**config.mk**
```make
export PLATFORM = sky130hd
export DESIGN_NAME = uart_flow_control_buffer_top
export DESIGN_NICKNAME = d
export VERILOG_FILES = /design/src/rtl/ufcb_pkg.sv /design/src/rtl/uart_flow_control_buffer_top.sv /design/src/rtl/ufcb_ram.sv
export SDC_FILE = /design/constraint.sdc
export NUM_CORES = 2
export LEC_CHECK = 0
export BUFFER_PORTS_ARGS = -buffer_cell sky130_fd_sc_hd__buf_2
export CAP_MARGIN = 0
export CORE_UTILIZATION = 30
export CTS_CLUSTER_SIZE = 25
export DETAILED_ROUTE_END_ITERATION = 16
export HOLD_SLACK_MARGIN = 0.1
export SLEW_MARGIN = 20
export SYNTH_ARGS = -nofsm -noshare
export SYNTH_HDL_FRONTEND = slang
export SYNTH_SLANG_ARGS = --single-unit
```
**constraint.sdc**
```tcl
create_clock -name clk -period 5.52 [get_ports clk]
set_input_delay 1.104 -clock clk [delete_from_list [all_inputs] [get_ports clk]]
set_output_delay 1.104 -clock clk [all_outputs]
set_load 0.05 [all_outputs]
```
**src/rtl/ufcb_pkg.sv**
```systemverilog
// Shared types and constants of the UART flow-control buffer.
package ufcb_pkg;

  localparam int BYTE_W       = 8;
  localparam int RX_DEPTH_DEF = 64;
  localparam int TX_DEPTH_DEF = 128;

  localparam int FLOW_MODE_W = 2;
  localparam int HIGH_MARK_W = 7;
  localparam int CFG_INDEX_W = 2;
  localparam int CFG_DATA_W  = 7;

  localparam logic [BYTE_W-1:0] CH_XON  = 8'h11;
  localparam logic [BYTE_W-1:0] CH_XOFF = 8'h13;

  localparam logic [HIGH_MARK_W-1:0] HIGH_MARK_RST = 7'd44;

  typedef enum logic [CFG_INDEX_W-1:0] {
    CFG_FLOW_MODE   = 2'd0,
    CFG_HIGH_MARK   = 2'd1,
    CFG_WAKE_ENABLE = 2'd2
  } cfg_index_t;

  typedef enum logic [FLOW_MODE_W-1:0] {
    MODE_NONE = 2'd0,
    MODE_HW   = 2'd1,
    MODE_SW   = 2'd2,
    MODE_RSVD = 2'd3
  } flow_mode_t;

  typedef enum logic [1:0] {
    CMD_RX_BYTE    = 2'd0,
    CMD_TX_SLOT    = 2'd1,
    CMD_HOST_READ  = 2'd2,
    CMD_HOST_WRITE = 2'd3
  } cmd_t;

  typedef enum logic [3:0] {
    FS_IDLE    = 4'b0001,
    FS_STOP    = 4'b0010,
    FS_WAITING = 4'b0100,
    FS_GO      = 4'b1000
  } flow_state_t;

  typedef struct packed {
    logic              line_send_valid;
    logic [BYTE_W-1:0] line_send_byte;
    logic              rts_stop;
    logic              read_valid;
    logic [BYTE_W-1:0] read_byte;
    logic              write_accepted;
    logic              rx_dropped;
    logic              wake;
    logic              tx_request;
  } result_t;

  // Result of one transaction while its buffer read is still in flight.
  typedef struct packed {
    result_t res;
    logic    send_from_mem;
    logic    read_from_mem;
  } pend_t;

endpackage

```
**src/rtl/uart_flow_control_buffer_top.sv**
```systemverilog
// Top level of the UART receive/transmit buffer with RTS/CTS and XON/XOFF flow control.
//
//   port group | direction | handshake           | contents
//   in_*       | input     | in_valid / in_stall | command, data_byte, cts_stop
//   out_*      | output    | out_valid/out_stall | one result per input transaction
//   cfg_*      | input     | cfg_wr_en           | flow_mode, high_mark, wake_enable
//
// One transaction is accepted per cycle while in_stall is low; its result waits in the pending register
// while the receive or transmit buffer memory read completes, then moves to the output register.
// Pointers, counts and flow state are updated when a transaction is accepted.
// Reset (synchronous, active low) empties both buffers and restores the registers.
// A stalled output holds its result; input is stalled only once the pipeline is full.
module uart_flow_control_buffer_top #(
  parameter int RX_DEPTH = ufcb_pkg::RX_DEPTH_DEF,
  parameter int TX_DEPTH = ufcb_pkg::TX_DEPTH_DEF
) (
  input  logic                              clk,
  input  logic                              rst_n,
  input  logic                              in_valid,
  output logic                              in_stall,
  input  logic [1:0]                        in_command,
  input  logic [ufcb_pkg::BYTE_W-1:0]       in_data_byte,
  input  logic                              in_cts_stop,
  output logic                              out_valid,
  input  logic                              out_stall,
  output logic                              out_line_send_valid,
  output logic [ufcb_pkg::BYTE_W-1:0]       out_line_send_byte,
  output logic                              out_rts_stop,
  output logic                              out_read_valid,
  output logic [ufcb_pkg::BYTE_W-1:0]       out_read_byte,
  output logic                              out_write_accepted,
  output logic                              out_rx_dropped,
  output logic                              out_wake,
  output logic                              out_tx_request,
  input  logic                              cfg_wr_en,
  input  logic [ufcb_pkg::CFG_INDEX_W-1:0]  cfg_index,
  input  logic [ufcb_pkg::CFG_DATA_W-1:0]   cfg_data
);
  import ufcb_pkg::*;

  localparam int RX_PTR_W = $clog2(RX_DEPTH);
  localparam int TX_PTR_W = $clog2(TX_DEPTH);
  localparam int RX_CNT_W = $clog2(RX_DEPTH + 1);
  localparam int TX_CNT_W = $clog2(TX_DEPTH + 1);
  localparam int CMP_W    = (RX_CNT_W > HIGH_MARK_W) ? RX_CNT_W : HIGH_MARK_W;

  // Configuration registers.
  logic [FLOW_MODE_W-1:0] flow_mode_r;
  logic [HIGH_MARK_W-1:0] high_mark_r;
  logic                   wake_enable_r;

  // Buffer and flow-control state.
  logic [RX_PTR_W-1:0] rx_head_r, rx_head_nxt, rx_tail_r, rx_tail_nxt;
  logic [RX_CNT_W-1:0] rx_count_r, rx_count_nxt;
  logic [TX_PTR_W-1:0] tx_head_r, tx_head_nxt, tx_tail_r, tx_tail_nxt;
  logic [TX_CNT_W-1:0] tx_count_r, tx_count_nxt;
  flow_state_t         flow_r, flow_nxt;
  logic                tx_stopped_r, tx_stopped_nxt;
  logic                tx_req_r, tx_req_nxt;
  logic                rts_r, rts_nxt;

  // Pipeline.
  logic    pend_valid_r;
  pend_t   pend_r, pend_nxt;
  logic    out_valid_r;
  result_t out_r, out_nxt;

  logic              in_acc;
  logic              out_free;
  logic              pend_go;
  flow_mode_t        mode;
  cmd_t              cmd;
  logic              rx_we, rx_re, tx_we, tx_re;
  logic [BYTE_W-1:0] rx_rd_data, tx_rd_data;

  assign out_free = !out_valid_r || !out_stall;
  assign pend_go  = pend_valid_r && out_free;
  assign in_stall = pend_valid_r && !out_free;
  assign in_acc   = in_valid && !in_stall;

  assign cmd  = cmd_t'(in_command);
  assign mode = (flow_mode_t'(flow_mode_r) == MODE_RSVD) ? MODE_NONE : flow_mode_t'(flow_mode_r);

  always_comb begin
    rx_head_nxt    = rx_head_r;
    rx_tail_nxt    = rx_tail_r;
    rx_count_nxt   = rx_count_r;
    tx_head_nxt    = tx_head_r;
    tx_tail_nxt    = tx_tail_r;
    tx_count_nxt   = tx_count_r;
    flow_nxt       = flow_r;
    tx_stopped_nxt = tx_stopped_r;
    tx_req_nxt     = tx_req_r;
    rts_nxt        = rts_r;
    pend_nxt       = '0;
    rx_we          = 1'b0;
    rx_re          = 1'b0;
    tx_we          = 1'b0;
    tx_re          = 1'b0;

    if (in_acc) begin
      case (cmd)
        CMD_RX_BYTE: begin
          if (mode == MODE_SW && in_data_byte == CH_XOFF) begin
            tx_stopped_nxt = 1'b1;
          end else if (mode == MODE_SW && in_data_byte == CH_XON) begin
            tx_stopped_nxt = 1'b0;
          end else begin
            if (rx_count_r != RX_CNT_W'(RX_DEPTH)) begin
              rx_we             = 1'b1;
              rx_tail_nxt       = (rx_tail_r == RX_PTR_W'(RX_DEPTH - 1)) ? '0
                                  : rx_tail_r + RX_PTR_W'(1);
              rx_count_nxt      = rx_count_r + RX_CNT_W'(1);
              pend_nxt.res.wake = wake_enable_r;
            end else begin
              pend_nxt.res.rx_dropped = 1'b1;
            end
            // The high-mark check sees the count after this byte.
            if (mode != MODE_NONE && (flow_r == FS_IDLE || flow_r == FS_GO) &&
                CMP_W'(rx_count_nxt) > CMP_W'(high_mark_r)) begin
              flow_nxt   = FS_STOP;
              tx_req_nxt = 1'b1;
            end
          end
        end
        CMD_TX_SLOT: begin
          if (mode == MODE_HW) begin
            tx_stopped_nxt = in_cts_stop;
          end
          if (flow_r == FS_STOP) begin
            if (mode == MODE_SW) begin
              pend_nxt.res.line_send_valid = 1'b1;
              pend_nxt.res.line_send_byte  = CH_XOFF;
            end else if (mode == MODE_HW) begin
              rts_nxt = 1'b1;
            end
            flow_nxt = FS_WAITING;
          end else if (flow_r == FS_GO) begin
            if (mode == MODE_SW) begin
              pend_nxt.res.line_send_valid = 1'b1;
              pend_nxt.res.line_send_byte  = CH_XON;
            end else if (mode == MODE_HW) begin
              rts_nxt = 1'b0;
            end
            flow_nxt = FS_IDLE;
          end else if (!tx_stopped_nxt) begin
            if (tx_count_r != '0) begin
              tx_re                        = 1'b1;
              pend_nxt.send_from_mem       = 1'b1;
              pend_nxt.res.line_send_valid = 1'b1;
              tx_head_nxt  = (tx_head_r == TX_PTR_W'(TX_DEPTH - 1)) ? '0
                             : tx_head_r + TX_PTR_W'(1);
              tx_count_nxt = tx_count_r - TX_CNT_W'(1);
            end else begin
              tx_req_nxt = 1'b0;
            end
          end
        end
        CMD_HOST_READ: begin
          if (rx_count_r != '0) begin
            rx_re                   = 1'b1;
            pend_nxt.read_from_mem  = 1'b1;
            pend_nxt.res.read_valid = 1'b1;
            rx_head_nxt  = (rx_head_r == RX_PTR_W'(RX_DEPTH - 1)) ? '0
                           : rx_head_r + RX_PTR_W'(1);
            rx_count_nxt = rx_count_r - RX_CNT_W'(1);
          end else if (flow_r == FS_WAITING) begin
            flow_nxt   = FS_GO;
            tx_req_nxt = 1'b1;
          end
        end
        CMD_HOST_WRITE: begin
          if (tx_count_r != TX_CNT_W'(TX_DEPTH)) begin
            tx_we                       = 1'b1;
            pend_nxt.res.write_accepted = 1'b1;
            tx_tail_nxt  = (tx_tail_r == TX_PTR_W'(TX_DEPTH - 1)) ? '0
                           : tx_tail_r + TX_PTR_W'(1);
            tx_count_nxt = tx_count_r + TX_CNT_W'(1);
            tx_req_nxt   = 1'b1;
          end
        end
        default: begin
        end
      endcase
    end

    pend_nxt.res.rts_stop   = rts_nxt;
    pend_nxt.res.tx_request = tx_req_nxt;
  end

  ufcb_ram #(
    .DEPTH  (RX_DEPTH),
    .ADDR_W (RX_PTR_W)
  ) u_rx_ram (
    .clk     (clk),
    .wr_en   (rx_we),
    .wr_addr (rx_tail_r),
    .wr_data (in_data_byte),
    .rd_en   (rx_re),
    .rd_addr (rx_head_r),
    .rd_data (rx_rd_data)
  );

  ufcb_ram #(
    .DEPTH  (TX_DEPTH),
    .ADDR_W (TX_PTR_W)
  ) u_tx_ram (
    .clk     (clk),
    .wr_en   (tx_we),
    .wr_addr (tx_tail_r),
    .wr_data (in_data_byte),
    .rd_en   (tx_re),
    .rd_addr (tx_head_r),
    .rd_data (tx_rd_data)
  );

  always_ff @(posedge clk) begin
    if (!rst_n) begin
      flow_mode_r   <= MODE_NONE;
      high_mark_r   <= HIGH_MARK_RST;
      wake_enable_r <= 1'b1;
    end else if (cfg_wr_en) begin
      case (cfg_index_t'(cfg_index))
        CFG_FLOW_MODE:   flow_mode_r   <= cfg_data[FLOW_MODE_W-1:0];
        CFG_HIGH_MARK:   high_mark_r   <= cfg_data[HIGH_MARK_W-1:0];
        CFG_WAKE_ENABLE: wake_enable_r <= cfg_data[0];
        default: begin
        end
      endcase
    end
  end

  always_ff @(posedge clk) begin
    if (!rst_n) begin
      rx_head_r    <= '0;
      rx_tail_r    <= '0;
      rx_count_r   <= '0;
      tx_head_r    <= '0;
      tx_tail_r    <= '0;
      tx_count_r   <= '0;
      flow_r       <= FS_IDLE;
      tx_stopped_r <= 1'b0;
      tx_req_r     <= 1'b0;
      rts_r        <= 1'b0;
    end else begin
      rx_head_r    <= rx_head_nxt;
      rx_tail_r    <= rx_tail_nxt;
      rx_count_r   <= rx_count_nxt;
      tx_head_r    <= tx_head_nxt;
      tx_tail_r    <= tx_tail_nxt;
      tx_count_r   <= tx_count_nxt;
      flow_r       <= flow_nxt;
      tx_stopped_r <= tx_stopped_nxt;
      tx_req_r     <= tx_req_nxt;
      rts_r        <= rts_nxt;
    end
  end

  always_ff @(posedge clk) begin
    if (!rst_n) begin
      pend_valid_r <= 1'b0;
      out_valid_r  <= 1'b0;
    end else begin
      if (in_acc) begin
        pend_valid_r <= 1'b1;
      end else if (pend_go) begin
        pend_valid_r <= 1'b0;
      end
      if (pend_go) begin
        out_valid_r <= 1'b1;
      end else if (!out_stall) begin
        out_valid_r <= 1'b0;
      end
    end
  end

  always_ff @(posedge clk) begin
    if (in_acc) begin
      pend_r <= pend_nxt;
    end
  end

  // The memory read data is held while the pending transaction waits.
  always_comb begin
    out_nxt = pend_r.res;
    if (pend_r.send_from_mem) begin
      out_nxt.line_send_byte = tx_rd_data;
    end
    if (pend_r.read_from_mem) begin
      out_nxt.read_byte = rx_rd_data;
    end
  end

  always_ff @(posedge clk) begin
    if (pend_go) begin
      out_r <= out_nxt;
    end
  end

  assign out_valid           = out_valid_r;
  assign out_line_send_valid = out_r.line_send_valid;
  assign out_line_send_byte  = out_r.line_send_byte;
  assign out_rts_stop        = out_r.rts_stop;
  assign out_read_valid      = out_r.read_valid;
  assign out_read_byte       = out_r.read_byte;
  assign out_write_accepted  = out_r.write_accepted;
  assign out_rx_dropped      = out_r.rx_dropped;
  assign out_wake            = out_r.wake;
  assign out_tx_request      = out_r.tx_request;

endmodule

```
**src/rtl/ufcb_ram.sv**
```systemverilog
// Byte-wide synchronous buffer memory with one write port and a registered read port.
module ufcb_ram #(
  parameter int DEPTH  = 64,
  parameter int ADDR_W = 6
) (
  input  logic                       clk,
  input  logic                       wr_en,
  input  logic [ADDR_W-1:0]          wr_addr,
  input  logic [ufcb_pkg::BYTE_W-1:0] wr_data,
  input  logic                       rd_en,
  input  logic [ADDR_W-1:0]          rd_addr,
  output logic [ufcb_pkg::BYTE_W-1:0] rd_data
);
  import ufcb_pkg::*;

  logic [BYTE_W-1:0] mem_r [DEPTH];
  logic [BYTE_W-1:0] rd_data_r;

  always_ff @(posedge clk) begin
    if (wr_en) begin
      mem_r[wr_addr] <= wr_data;
    end
  end

  always_ff @(posedge clk) begin
    if (rd_en) begin
      rd_data_r <= mem_r[rd_addr];
    end
  end

  assign rd_data = rd_data_r;

endmodule
```
==> results_dict.tcl <==
set metrics [dict create \
    status "finished clean" \
    tritoncts "done" \
    p_leak_nw 21.9 \
    rsz0062_at_grt "false" \
    hold_path_class "flip-flop to flip-flop" \
    cts_buffer_depth 3 \
    h-tree-depth 4 \
    hold_violations 0 \
    drc_errors 0 \
    synth_fp_nets 3296 \
    fin_util 0.344 \
    ff_latch_area_um2 48800 \
    first_global_vias 32200 \
    ys_seq_area_frac 0.755 \
    worstSetupStartpointType "flip-flop" \
    cts_sinks 1645 \
    grt_use_total 0.149 \
    whs_ns 0.457 \
    fin_crit_ns 3.84 \
    ys_ff_latch 1645 \
    end_kind "flip-flop" \
    fmaxAchievable_mhz 260 \
    place_area_um2 68400 \
    vias_per_cell 5.09 \
    multi_input_area_um2 14900 \
    drt_iter0_drc 4045 \
    antennaDiodeCount 0 \
    clk_latency_ns 0.81 \
    cts_setup_buffers 0 \
    hp-start "tx_req_r" \
    ctsRootBufferMaster "clkbuf_16" \
    drv_slew 0 \
    synth_area_leaders "edfxtp_1 (74%), mux4_2 (12%), mux2i_1 (2.3%)" \
    drtPass1Iterations 7 \
    netlist_area_um2 64600 \
    postCtsResizedCells 0 \
    final_cell_mix "edfxtp_1 (1,585), mux4_2 (357), nor2_1 (282), clkbuf_16 (160), mux2i_1 (148)" \
    ios 50 \
    cp-startpoint "tx_head_r[0]" \
    setup_ws_ns 1.68 \
    numPortBuffers 49 \
    drive_gt1_frac 0.221 \
    path_max_fanout 43 \
    avgRoutedWirePerCell_um 25.9 \
    critical_path_class "flip-flop to flip-flop" \
    rr_startpoint "tx_head_r[0]" \
    async_reset_ff_frac 0 \
    grt_max_degree 153 \
    netlist_instances 3244 \
    cap_violations 0 \
    clkTransAtPathRegs_ns 0.06 \
    routabilityCongestion 0.828 \
    grt_overflow 0 \
    num_vias 32200 \
    pre_cts_ws_ns 0.966 \
    setup_viol 0 \
    max-slew-margin-rel 0.187 \
    die-height_um 466 \
    syn_avg_cell_area_um2 19.9 \
    final_nets 3403 \
    die_x_um 466 \
    hpwl_um 101000 \
    cp_data_arrival_time_ns 4.39 \
    max_slew.worst_pin.slew_ns 1.19 \
    core_region_area_um2 214000 \
    ctsHoldBuffers 0 \
    fin_area_um2 73800 \
    initial_utilization 0.301 \
    synth_top_flop_cell "edfxtp_1" \
    routed_wl_um 164000 \
    yosysUniqueCellTypes 73 \
    post-synth-top-area-cell "edfxtp_1" \
    synth_edf_count 1585 \
    grt_pass1_wl_um 236000 \
    antenna_found_initial 5 \
    cp.required_ns 6.07 \
    yosysWarnings 0 \
    cts_buffers 157 \
    power_density_nw_per_um2 353 \
    ant_nets 0 \
    area_growth_pct 14.1 \
    fin_skew_ns 0.0372 \
    final_common_cell "edfxtp_1" \
    final.period_utilization 0.696 \
    dieArea_um2 217000 \
    n_fill_cell 19900 \
    ir_drop_uv 242 \
    r2r_slack_ns 1.68 \
    rows 170 \
    yosysTopAreaCellShare 0.736 \
    tns_ns 0 \
]
[power by group]
| part | internal [mW] | leakage, nW | switching (mW) |
|---|---|---|---|
| clock network | 6.51 | 2.63 | 4.74 |
| registers | 13.7 | 14.8 | 0.0571 |
| logic | 0.365 | 4.48 | 0.669 |
[final timing paths]
kind / to / cells past startpoint
setup / recovery: u_tx_ram.rd_data[2] / 6
hold / removal: tx_req_r / 2
setup reg to reg: u_tx_ram.rd_data[2] / 6
hold reg to reg: tx_req_r / 2
[kinds of logic (layout without fill, tap and decap cells)]
kind of cell | Yosys count | count (layout) | share of synthesized area
multiplexers | 517 | 517 | 0.150
AND/OR/NAND/NOR | 523 | 523 | 0.0367
flip-flops | 1645 | 1645 | 0.755
adder cells (fa/ha/maj) | 27 | 27 | 0.00534
XOR/XNOR | 35 | 35 | 0.00474
AO/OA/AOI/OAI | 290 | 290 | 0.0324
buffers and inverters | 207 | 448 | 0.0155
[flip-flops by register name, summed over array words and instances, names as in the netlist, 2 cells and up]
signal / count
flow_mode_r: 2
flow_r: 4
high_mark_r: 7
out_line_send_byte: 8
out_nxt: 6
out_read_byte: 8
pend_r: 4
rx_count_r: 7
rx_head_r: 6
rx_tail_r: 6
tx_count_r: 8
tx_head_r: 7
tx_tail_r: 7
u_rx_ram.mem_r: 512
u_rx_ram.rd_data: 8
u_tx_ram.mem_r: 1024
u_tx_ram.rd_data: 8
[stage by stage]
stage / cells / total power, mW
floorplan: 3244 / 14.6
global route: 6323 / 26.7
CTS: 6323 / 26.2
finish: 6323 / 26.0
global placement: 6030 / 15.1
detailed placement: 6030 / 15.1
[metal layers]
| metal | wire length (µm) | share of wire | vias up | GRT usage |
|---|---|---|---|---|
| met1 | 70900 | 0.43 | 17000 | 0.211 |
| met2 | 76200 | 0.47 | 1411 | 0.232 |
| met3 | 11900 | 0.072 | 236 | 0.0269 |
| met5 | 46 | 0.00028 | - | 0 |
| met4 | 4590 | 0.028 | 2 | 0.0472 |
| li1 | - | - | 13600 | - |
[final cells by class]
type	instances	area share
Clock buffer	195	0.0577
Clock inverter	98	0.0154
Inverter	33	0.00168
Multi-Input combinational cell	1392	0.202
Sequential cell	1645	0.662
Tap cell	2838	0.0481
Timing Repair Buffer	122	0.0136
[cell usage after synthesis (4+ instances only)]
cell type  number
nand4_1        14
or3_1           7
a21oi_1        32
nor3_1         19
buf_4          15
nor2b_1        20
a311oi_1        6
mux4_1          4
o22ai_1        39
dfxtp_1        60
or3b_2          5
mux2_2          8
a22o_1         16
a221o_1         4
o21ai_0        25
nand2_1        74
a221oi_1        4
a211oi_1       32
buf_6          11
nor2_1        285
nand3b_1        8
o31ai_1         6
a22oi_1        53
nand2b_1       13
o221ai_1       12
nand3_1        38
buf_2          54
mux4_2        357
o32a_1          8
edfxtp_1     1585
a31oi_1        10
mux2i_1       148
xnor2_1        21
a2111oi_0      11
buf_1          15
o211ai_1        5
xor2_1         14
and2_1         17
and3_1          5
ha_1           26
inv_1          31
clkbuf_1       78
[critical path, cell delays in order, from the launching register on]
cell	delay (ns)
dfxtp_4	0.75
buf_12	0.39
mux4_2	0.57
a22o_1	0.28
a2111oi_0	0.99
nor3_1	0.27
o32a_1	0.26
No activity file was read; power rests on OpenSTA's default activity.
